--- config.mk ---
export PLATFORM = sky130hd
export DESIGN_NAME = imt_cell
export DESIGN_NICKNAME = d
export VERILOG_FILES = /design/src/imt_pkg.sv /design/src/imt_cell.sv
export SDC_FILE = /design/constraint.sdc
export NUM_CORES = 1
export LEC_CHECK = 0
export BUFFER_PORTS_ARGS = -buffer_cell sky130_fd_sc_hd__buf_2
export CORE_MARGIN = 4
export CORE_UTILIZATION = 46
export DETAILED_ROUTE_END_ITERATION = 16
export GPL_TIMING_DRIVEN = 0
export PLACE_DENSITY = 0.76
export SLEW_MARGIN = 10
export SYNTH_ARGS = -nofsm -noshare
export SYNTH_HDL_FRONTEND = slang
export SYNTH_SLANG_ARGS = --single-unit
--- constraint.sdc ---
create_clock -name clk -period 8.09 [get_ports clk]
set_input_delay 0.4045 -clock clk [delete_from_list [all_inputs] [get_ports clk]]
set_output_delay 0.4045 -clock clk [all_outputs]
set_load 0.02 [all_outputs]
--- src/imt_pkg.sv ---
// Shared types and constants for the intercept match table.
// Used by imt_cell, intercept_match_table and imt_checker; depends on nothing.
`default_nettype none

package imt_pkg;

	localparam int TABLE_SLOTS_DEF = 32;
	localparam int SLOT_MAX        = 256;
	// The slot and count fields that travel along the row are sized for the largest table.
	localparam int SLOT_W          = $clog2(SLOT_MAX);
	localparam int CNT_W           = $clog2(SLOT_MAX + 1);

	typedef enum logic [2:0] {
		CMD_INSERT   = 3'd0,
		CMD_REMOVE   = 3'd1,
		CMD_FIND_BP  = 3'd2,
		CMD_FIND_CPU = 3'd3,
		CMD_FIND_DSC = 3'd4,
		CMD_COUNT    = 3'd5,
		CMD_NTH      = 3'd6,
		CMD_CLEAR    = 3'd7
	} cmd_t;

	localparam logic [2:0] KIND_BREAKPOINT = 3'd2;
	localparam logic [2:0] KIND_CPUID      = 3'd3;
	localparam logic [2:0] KIND_DESCRIPTOR = 3'd4;

	typedef struct packed {
		logic [2:0]  command;
		logic [2:0]  entry_kind;
		logic [63:0] match_key;
		logic        any_leaf;
		logic [4:0]  slot_index;
	} req_t;

	typedef struct packed {
		logic       status;
		logic [4:0] slot_found;
		logic [5:0] active_count;
	} rsp_t;

	// A request word and the partial answer that builds up as it passes the cells.
	typedef struct packed {
		req_t              word;
		logic              done;
		logic              hit_wild;
		logic [SLOT_W-1:0] slot;
		logic [CNT_W-1:0]  count;
	} query_t;

endpackage

`default_nettype wire

--- src/imt_cell.sv ---
// One slot of the intercept match table: the entry state and one stage of the query row.
// Depends on imt_pkg.
`default_nettype none

module imt_cell #(
	parameter int SLOT_ID = 0
) (
	input  wire logic            clk,
	input  wire logic            arst_n,
	input  wire logic            advance,
	input  wire logic            in_valid,
	input  wire imt_pkg::query_t in_qry,
	output logic                 out_valid,
	output imt_pkg::query_t      out_qry
);

	localparam logic [imt_pkg::SLOT_W-1:0] MY_SLOT = imt_pkg::SLOT_W'(SLOT_ID);

	logic              active_q;
	logic [2:0]        kind_q;
	logic [63:0]       key_q;
	logic              wild_q;
	logic              set_active;
	logic              clr_active;
	imt_pkg::query_t   nxt;
	logic [imt_pkg::SLOT_W-1:0] idx_slot;
	logic [imt_pkg::CNT_W-1:0]  idx_ord;

	assign idx_slot = imt_pkg::SLOT_W'(in_qry.word.slot_index);
	assign idx_ord  = imt_pkg::CNT_W'(in_qry.word.slot_index);

	always_comb begin
		nxt        = in_qry;
		set_active = 1'b0;
		clr_active = 1'b0;
		if (in_valid) begin
			unique case (imt_pkg::cmd_t'(in_qry.word.command))
				imt_pkg::CMD_INSERT: begin
					// Slots are visited in order, so the first inactive one is the lowest.
					if (!in_qry.done && !active_q) begin
						set_active = 1'b1;
						nxt.done   = 1'b1;
						nxt.slot   = MY_SLOT;
					end
				end
				imt_pkg::CMD_REMOVE: begin
					if (active_q && idx_slot == MY_SLOT) begin
						clr_active = 1'b1;
						nxt.done   = 1'b1;
						nxt.slot   = MY_SLOT;
					end
				end
				imt_pkg::CMD_FIND_BP: begin
					if (!in_qry.done && active_q && kind_q == imt_pkg::KIND_BREAKPOINT
							&& key_q == in_qry.word.match_key) begin
						nxt.done = 1'b1;
						nxt.slot = MY_SLOT;
					end
				end
				imt_pkg::CMD_FIND_DSC: begin
					if (!in_qry.done && active_q && kind_q == imt_pkg::KIND_DESCRIPTOR
							&& key_q == in_qry.word.match_key) begin
						nxt.done = 1'b1;
						nxt.slot = MY_SLOT;
					end
				end
				imt_pkg::CMD_FIND_CPU: begin
					// A wildcard entry keeps overwriting the slot until an exact leaf is found,
					// so the last wildcard wins when no exact entry exists.
					if (!in_qry.done && active_q && kind_q == imt_pkg::KIND_CPUID) begin
						if (wild_q) begin
							nxt.hit_wild = 1'b1;
							nxt.slot     = MY_SLOT;
						end else if (key_q[31:0] == in_qry.word.match_key[31:0]) begin
							nxt.done = 1'b1;
							nxt.slot = MY_SLOT;
						end
					end
				end
				imt_pkg::CMD_COUNT: begin
					if (active_q) begin
						nxt.count = imt_pkg::CNT_W'(in_qry.count + 1'b1);
					end
				end
				imt_pkg::CMD_NTH: begin
					if (!in_qry.done && active_q) begin
						if (in_qry.count == idx_ord) begin
							nxt.done = 1'b1;
							nxt.slot = MY_SLOT;
						end else begin
							nxt.count = imt_pkg::CNT_W'(in_qry.count + 1'b1);
						end
					end
				end
				imt_pkg::CMD_CLEAR: begin
					clr_active = 1'b1;
				end
			endcase
		end
	end

	always_ff @(posedge clk or negedge arst_n) begin
		if (!arst_n) begin
			active_q  <= 1'b0;
			out_valid <= 1'b0;
		end else if (advance) begin
			out_valid <= in_valid;
			if (set_active) begin
				active_q <= 1'b1;
			end else if (clr_active) begin
				active_q <= 1'b0;
			end
		end
	end

	always_ff @(posedge clk) begin
		if (advance) begin
			out_qry <= nxt;
			if (set_active) begin
				kind_q <= in_qry.word.entry_kind;
				key_q  <= in_qry.word.match_key;
				wild_q <= (in_qry.word.entry_kind == imt_pkg::KIND_CPUID)
					&& in_qry.word.any_leaf;
			end
		end
	end

endmodule

`default_nettype wire

==> flow_metrics.tcl, run 1 <==
set metrics [dict create \
    reg2reg_to "out_qry[14]" \
    core_mm2 0.0133 \
    drive_above_1_share 0.394 \
    syn_area_per_cell_um2 17.7 \
    overflow 0 \
    io_buffers 194 \
    worst_setup_path_start_kind "flip-flop" \
    cts.clk_slew.worst_paths_ns 0.06 \
    route.detailed.drc 0 \
    cts_max_level 4 \
    r2r-start "key_q[52]" \
    slew_viol_final 0 \
    fin_ws_ns 5.61 \
    gp_congestion 0.811 \
    rsz0062_at_grt "false" \
    cts.sinks 165 \
    die_h_um 125 \
    syn_nets 458 \
    cts_made_buffers 17 \
    synth_top_area_cell "edfxtp_1" \
    start_util 0.475 \
    synth_top_area_frac 0.772 \
    worstSetupPathType "flip-flop to flip-flop" \
    period_minus_slack_ns 2.48 \
    clock_latency_ns 0.42 \
    max_cap_violations 0 \
    wl_um 13100 \
    place_area_mm2 0.00763 \
    vias 3854 \
    finalClockSkew_ns 0.00773 \
    final_area_mm2 0.00819 \
    grt_pass1_wl_um 21200 \
    cts_root_buf "clkbuf_16" \
    synth_edf_count 163 \
    io_pins 195 \
    drt-initial-drc-count 181 \
    fillCellCount 1022 \
    setup_viol 0 \
    synthCells 358 \
    period_share 0.306 \
    ctsResizeCount 0 \
    area_growth_pct 29.1 \
    critPathCaptureType "flip-flop" \
    antenna_found_initial 3 \
    die_x_um 125 \
    critical_path_peak_fanout 8 \
    synth_flop_cell "edfxtp_1" \
    p_leak_nw 3.09 \
    ant_nets 0 \
    ir_worst_vdd_v 0.000187 \
    layout.nets 678 \
    place_ws_ns 5.17 \
    fin_util 0.613 \
    cts_tree "done" \
    yosys_warnings 0 \
    hpwl_um 9910 \
    routedWlPerCell_um 17.1 \
    synthTopCellsByCount "163 x edfxtp_1, 40 x xnor2_1, 36 x xor2_1" \
    critPathRequiredTime_ns 8.26 \
    post_cts_buffers 0 \
    fmax_mhz 404 \
    slew_headroom 0.554 \
    max_slew.worst_pin.slew_ns 0.666 \
    cp.arrival_ns 2.64 \
    track_usage 0.172 \
    critPathLaunch "key_q[52]" \
    grt_pass1_vias 4032 \
    num_rows 42 \
    yosysMostFrequentCell "edfxtp_1" \
    status "complete, no violations" \
    crit_end "out_qry[14]" \
    clock_path_buffers 2 \
    die_area_mm2 0.0157 \
    grt_start_max_net_pins 52 \
    min_path_type "input port to flip-flop" \
    num_antenna_cells 0 \
    powerDensity_mw_per_mm2 234 \
    synthTopCellsByArea "edfxtp_1 77%, xnor2_1 5.5%, xor2_1 5.0%, nand4_1 1.4%, nor4_1 1.3%" \
    rrSetupSlack_ns 5.61 \
    netlist_area_mm2 0.00634 \
    async_flop_share 0.0121 \
    synth-seq-cells 165 \
    dr.pass1.iters 4 \
    ys_types 39 \
    hold_viol_final 0 \
    r2r_cells 6 \
    yosysSeqAreaShare 0.780 \
    avgViaCountPerCell 5.02 \
]
## state kept, by name, indices dropped and copies added (netlist names)
name and flops:
active_q 1, out_valid 1, wild_q 1, key_q 64, out_qry 95, kind_q 3
## cells in the final DEF, fill, tap and decap left out, types with 6 or more instances in the layout
cell       netlist  routed
xor2_1          36      36
nand2b_1         6       6
nand4_1         14      14
nand2_1          8       8
xnor2_1         40      40
buf_2            0     193
and2_1           8       8
nor4_1          13      13
clkbuf_1         4       6
clkbuf_16        0      17
edfxtp_1       163     163
nor2_1           9       9
## area by class of cell
class / instances / area (µm²) / area share
Tap cell: 176 / 220 / 0.0269
Clock buffer: 19 / 433 / 0.0529
Multi-Input combinational cell: 184 / 1380 / 0.168
Timing Repair Buffer: 201 / 1070 / 0.130
Sequential cell: 165 / 4940 / 0.604
Clock inverter: 13 / 108 / 0.0131
Buffer: 4 / 15.0 / 0.00183
Inverter: 5 / 18.8 / 0.00229
## metal layers
metal  track usage  part of all wire  vias up
li1              -                 -     1826
met1         0.211              0.40     1822
met2         0.272              0.48      177
met3        0.0742             0.098       23
met4        0.0599             0.016        6
met5             0            0.0026        -
## where the power goes
group | leakage [nW] | total (mW) | switching, mW | internal, mW
Combinational | 1.26 | 0.185 | 0.119 | 0.0656
Clock | 0.254 | 0.732 | 0.311 | 0.421
Sequential | 1.57 | 0.998 | 0.0118 | 0.986
Total | 3.09 | 1.91 | 0.443 | 1.47
## per-stage QoR
stage | hold slack, ns | total power [mW] | TNS [ns] | instances
after floorplan | 0.109 | 1.10 | 0 | 358
after global placement | 0.197 | 1.20 | -0.337 | 728
after detailed placement | 0.202 | 1.20 | 0 | 734
after CTS | 0.154 | 1.93 | 0 | 767
after global routing | 0.164 | 2.00 | 0 | 767
final | 0.178 | 1.91 | 0 | 767
## cells by family after synthesis
kind of cell / count (synthesis) / synth area share
buffers and inverters: 9 / 0.00533
AO/OA/AOI/OAI: 22 / 0.0239
AND/OR/NAND/NOR: 83 / 0.0809
flip-flops: 165 / 0.780
multiplexers: 2 / 0.00335
XOR/XNOR: 76 / 0.105
adder cells (fa/ha/maj): 1 / 0.00197
## worst max-delay path, cell delays in order, from the launching register on
cell	delay [ns]
edfxtp_1	0.40
xor2_1	0.17
nor4_1	0.33
nand4_1	0.20
or4_1	0.53
a221o_1	0.41
and2_1	0.20
## repair_timing
item / in CTS / in global routing
endpoints found under the setup margin: 0 / 0
hold buffers: 1 / 0
endpoints found under the hold margin: 2 / 0
## worst min-delay path by stage
stage	to	startpoint	cells after the start	slack [ns]
floorplan	active_q	arst_n	0	0.11
global placement	out_valid	arst_n	1	0.20
detailed placement	out_valid	arst_n	1	0.20
CTS	out_qry[24]	in_qry[24]	1	0.15
global route	out_qry[24]	in_qry[24]	1	0.16
finish	out_qry[24]	in_qry[24]	1	0.18
Note: power is estimated with default switching activity, not from simulation.
==> run 2: changes to the inputs <==
clock period = 2.03 ns   (was 8.09 ns; I/O delays follow)
==> flow_metrics.tcl, run 2 (same netlist as run 1, synthesis figures left out) <==
set metrics [dict create \
    status "finished, violations left" \
    violations "setup timing" \
    vias 4296 \
    period_minus_slack_ns 2.35 \
    cts_root_buf "clkbuf_16" \
    antenna_found_initial 0 \
    largest_register "out_qry" \
    max_cap_violations 0 \
    avgViaCountPerCell 5.02 \
    worst_setup_path_start_kind "flip-flop" \
    max_slew.worst_pin.slew_ns 0.601 \
    cts_max_level 4 \
    period_share 1.16 \
    io_buffers 194 \
    route.detailed.drc 0 \
    clock_path_buffers 2 \
    hpwl_um 9900 \
    start_util 0.475 \
    gp_congestion 0.885 \
    place_area_mm2 0.00765 \
    cts.clk_slew.worst_paths_ns 0.06 \
    critPathCaptureType "flip-flop" \
    slew_viol_final 0 \
    place_inst 734 \
    io_pins 195 \
    final_area_mm2 0.00925 \
    core_mm2 0.0133 \
    overflow 0 \
    area_growth_pct 45.8 \
    slew_headroom 0.599 \
    ir_worst_vdd_v 0.000633 \
    rsz0062_at_grt "true" \
    ant_nets 0 \
    largest_reg_flops 95 \
    worstSetupPathType "flip-flop to flip-flop" \
    cts_made_buffers 17 \
    cts.sinks 165 \
    hold_viol_final 0 \
    layout.nets 771 \
    cp.arrival_ns 2.53 \
    routedWlPerCell_um 18.4 \
    power_mw 8.27 \
    reg_top3 "out_qry x95, key_q x64, kind_q x3" \
    wl_um 15800 \
    finalClockSkew_ns 0.0129 \
    grt_pass1_wl_um 25100 \
    p_leak_nw 3.53 \
    setup_viol 8 \
    final_common_cell "buf_2" \
    mostFrequentLayoutCells "193 x buf_2, 163 x edfxtp_1, 87 x dlygate4sd3_1, 40 x xnor2_1, 36 x xor2_1" \
    die_area_mm2 0.0157 \
    grt_start_max_net_pins 55 \
    num_rows 42 \
    dr.pass1.iters 4 \
    cts_tree "done" \
    fmax_mhz 425 \
    grt_pass1_vias 4554 \
    die_h_um 125 \
    powerDensity_mw_per_mm2 894 \
    drt-initial-drc-count 237 \
    track_usage 0.206 \
    critical_path_peak_fanout 8 \
    finalNonFillerCells 856 \
    clock_latency_ns 0.43 \
    fin_ws_ns -0.325 \
    fillCellCount 892 \
    die_x_um 125 \
    critPathRequiredTime_ns 2.20 \
    num_antenna_cells 0 \
    min_path_type "input port to flip-flop" \
    drive_above_1_share 0.372 \
]
run 2: cell count changes in the layout (fill, tap and decap cells not counted), moves of 3 or more:
cell / change
buf_4: +7
bufinv_16: +4
clkinv_1: -3
dlygate4sd3_1: +86
nor4_1: -7
nor4_2: +7
run 2: area by class of cell:
type	instances	area, µm²	area share
plain buffers	4	15.0	0.00162
clock buffers	18	429	0.0464
clock inverters	10	184	0.0199
inverters	5	18.8	0.00203
multi-input cells	184	1450	0.157
flip-flops and latches	165	4950	0.535
well taps	176	220	0.0238
repair buffers	294	1990	0.215
run 2: where the power goes:
| part | switching, mW | internal (mW) |
|---|---|---|
| Sequential | 0.0519 | 3.93 |
| Clock | 1.24 | 2.15 |
| Combinational | 0.526 | 0.378 |
| Total | 1.81 | 6.46 |
run 2: stage by stage:
step                      TNS [ns]  hold slack [ns]  utilization  setup WS, ns
final                        -2.58           0.0336        0.693        -0.325
after global routing         -3.42           0.0275        0.693        -0.437
after CTS                    -3.02         -0.00805        0.690        -0.384
after detailed placement    -32.39           -0.109        0.573        -0.555
after global placement     -261.78           -0.110        0.566         -3.71
after floorplan             -84.11           -0.194            -         -1.21
run 2: path summary, 6_finish.rpt:
kind	depth (start not counted)	from	to	slack, ns
max reg2reg	7	key_q[42]	out_qry[10]	-0.32
min reg2reg	2	out_valid	out_valid	0.54
min in group asynchronous	3	arst_n	out_valid	0.53
max	7	key_q[42]	out_qry[10]	-0.32
min	2	in_qry[7]	out_qry[7]	0.03
max in group asynchronous	3	arst_n	active_q	1.37
run 2: layer usage:
layer  routed length [µm]  track usage  up-vias
met4                  280       0.0772        0
met1                 6340        0.254     2044
li1                     -            -     2008
met2                 7700        0.340      218
met3                 1440       0.0652       26
met5                    0            0        -
run 2: what timing repair did:
action,in CTS,in global routing
resized for setup,6,7
pin swaps,8,2
endpoints found under the hold margin,154,1
hold buffers,86,1
setup buffers,6,1
setup endpoints to repair,45,15
run 2: worst max-delay path, stage by stage, from the launching register on:
cell      delay [ns]
edfxtp_1        0.38
xor2_1          0.16
nor4_2          0.27
buf_4           0.16
nand2_2         0.05
or4_4           0.51
a221o_2         0.42
and2_1          0.16
==> run 3: changes to the inputs <==
RECOVER_POWER = 100   (was default)
==> flow_metrics.tcl, run 3 (same netlist as run 1, synthesis figures left out) <==
set metrics [dict create \
    core_mm2 0.0133 \
    overflow 0 \
    fmax_mhz 423 \
    fin_util 0.686 \
    clock_path_buffers 2 \
    worst_setup_path_start_kind "flip-flop" \
    hold_ws_ns 0.0305 \
    critPathCaptureType "flip-flop" \
    dr.pass1.iters 4 \
    setup_tns_ns -5.73 \
    cp.arrival_ns 2.53 \
    slew_headroom 0.218 \
    track_usage 0.206 \
    critical_path_peak_fanout 8 \
    cts_tree "done" \
    hold_viol_final 0 \
    fin_ws_ns -0.333 \
    die_h_um 125 \
    cts_root_buf "clkbuf_16" \
    violations "setup timing" \
    period_share 1.16 \
    place_area_mm2 0.00765 \
    antenna_found_initial 0 \
    place_inst 734 \
    die_x_um 125 \
    largest_register "out_qry" \
    cts.sinks 165 \
    die_area_mm2 0.0157 \
    critPathRequiredTime_ns 2.20 \
    cts.clk_slew.worst_paths_ns 0.06 \
    max_cap_violations 0 \
    routedWlPerCell_um 18.5 \
    grt_pass1_vias 4554 \
    finalNonFillerCells 856 \
    grt_pass1_wl_um 25100 \
    route.detailed.drc 0 \
    hpwl_um 9900 \
    power_mw 8.25 \
    layout.nets 771 \
    finalClockSkew_ns 0.0116 \
    cts_max_level 4 \
    start_util 0.475 \
    ir_worst_vdd_v 0.000636 \
    reg_top3 "out_qry x95, key_q x64, kind_q x3" \
    setup_viol 57 \
    gp_congestion 0.885 \
    mostFrequentLayoutCells "163 x edfxtp_1, 125 x buf_2, 87 x dlygate4sd3_1, 73 x clkbuf_1, 40 x xnor2_1" \
    final_common_cell "edfxtp_1" \
    io_pins 195 \
    cts_made_buffers 17 \
    wl_um 15800 \
    vias 4263 \
    slew_viol_final 0 \
    grt_start_max_net_pins 55 \
    place_ws_ns -0.555 \
    area_growth_pct 44.5 \
    drive_above_1_share 0.272 \
    min_path_type "input port to flip-flop" \
    num_antenna_cells 0 \
    clock_latency_ns 0.43 \
    p_leak_nw 3.34 \
    ant_nets 0 \
    avgViaCountPerCell 4.98 \
    worstSetupPathType "flip-flop to flip-flop" \
    rsz0062_at_grt "true" \
    drt-initial-drc-count 234 \
    powerDensity_mw_per_mm2 901 \
    largest_reg_flops 95 \
    final_area_mm2 0.00916 \
    period_minus_slack_ns 2.36 \
    max_slew.worst_pin.slew_ns 1.17 \
    io_buffers 194 \
    status "finished, violations left" \
    num_rows 42 \
]
-- run 3: cell count changes in the layout (fill, tap and decap cells not counted) --
cell,delta
clkbuf_2,+1
buf_2,-68
buf_4,-1
clkbuf_1,+68
-- run 3: cell type report --
cell class                 instances  area, µm²
inverter                           5       18.8
fill                             935       4190
tap                              176        220
clock buffer                      18        429
timing repair buffer             294       1900
clock inverter                    10        184
multi-input combinational        184       1450
buffer                             4       15.0
sequential                       165       4950
-- run 3: path summary, 6_finish.rpt --
| path | cells past startpoint | startpoint | to | slack, ns |
|---|---|---|---|---|
| max | 7 | key_q[42] | out_qry[16] | -0.33 |
| min | 2 | in_qry[7] | out_qry[7] | 0.03 |
| max reg2reg | 7 | key_q[42] | out_qry[16] | -0.33 |
| min reg2reg | 2 | out_valid | out_valid | 0.53 |
| max in group asynchronous | 3 | arst_n | active_q | 1.37 |
| min in group asynchronous | 3 | arst_n | out_valid | 0.53 |
-- run 3: critical path: stages, from the launching register on --
cell      delay, ns
edfxtp_1       0.38
xor2_1         0.16
nor4_2         0.27
buf_4          0.16
nand2_2        0.05
or4_4          0.51
a221o_2        0.42
and2_1         0.17
-- run 3: timing repair --
action,4_1_cts,5_1_grt
hold buffers,86,1
setup endpoints to repair,45,15
setup buffers,6,1
gates cloned,0,0
gates resized for setup,6,7
endpoints found under the hold margin,154,1
pin swaps,8,2
-- run 3: power breakdown --
part           switching (mW)  leakage [nW]  total, mW  internal, mW
clock network            1.23         0.295       3.38          2.15
logic                   0.527          1.48      0.884         0.358
registers              0.0523          1.57       3.98          3.93
total                    1.81          3.34       8.25          6.44
-- run 3: metal layers --
metal  track usage  share of wire
met2         0.340           0.49
met1         0.254           0.41
met5             0              0
met4        0.0772          0.011
met3        0.0652          0.089
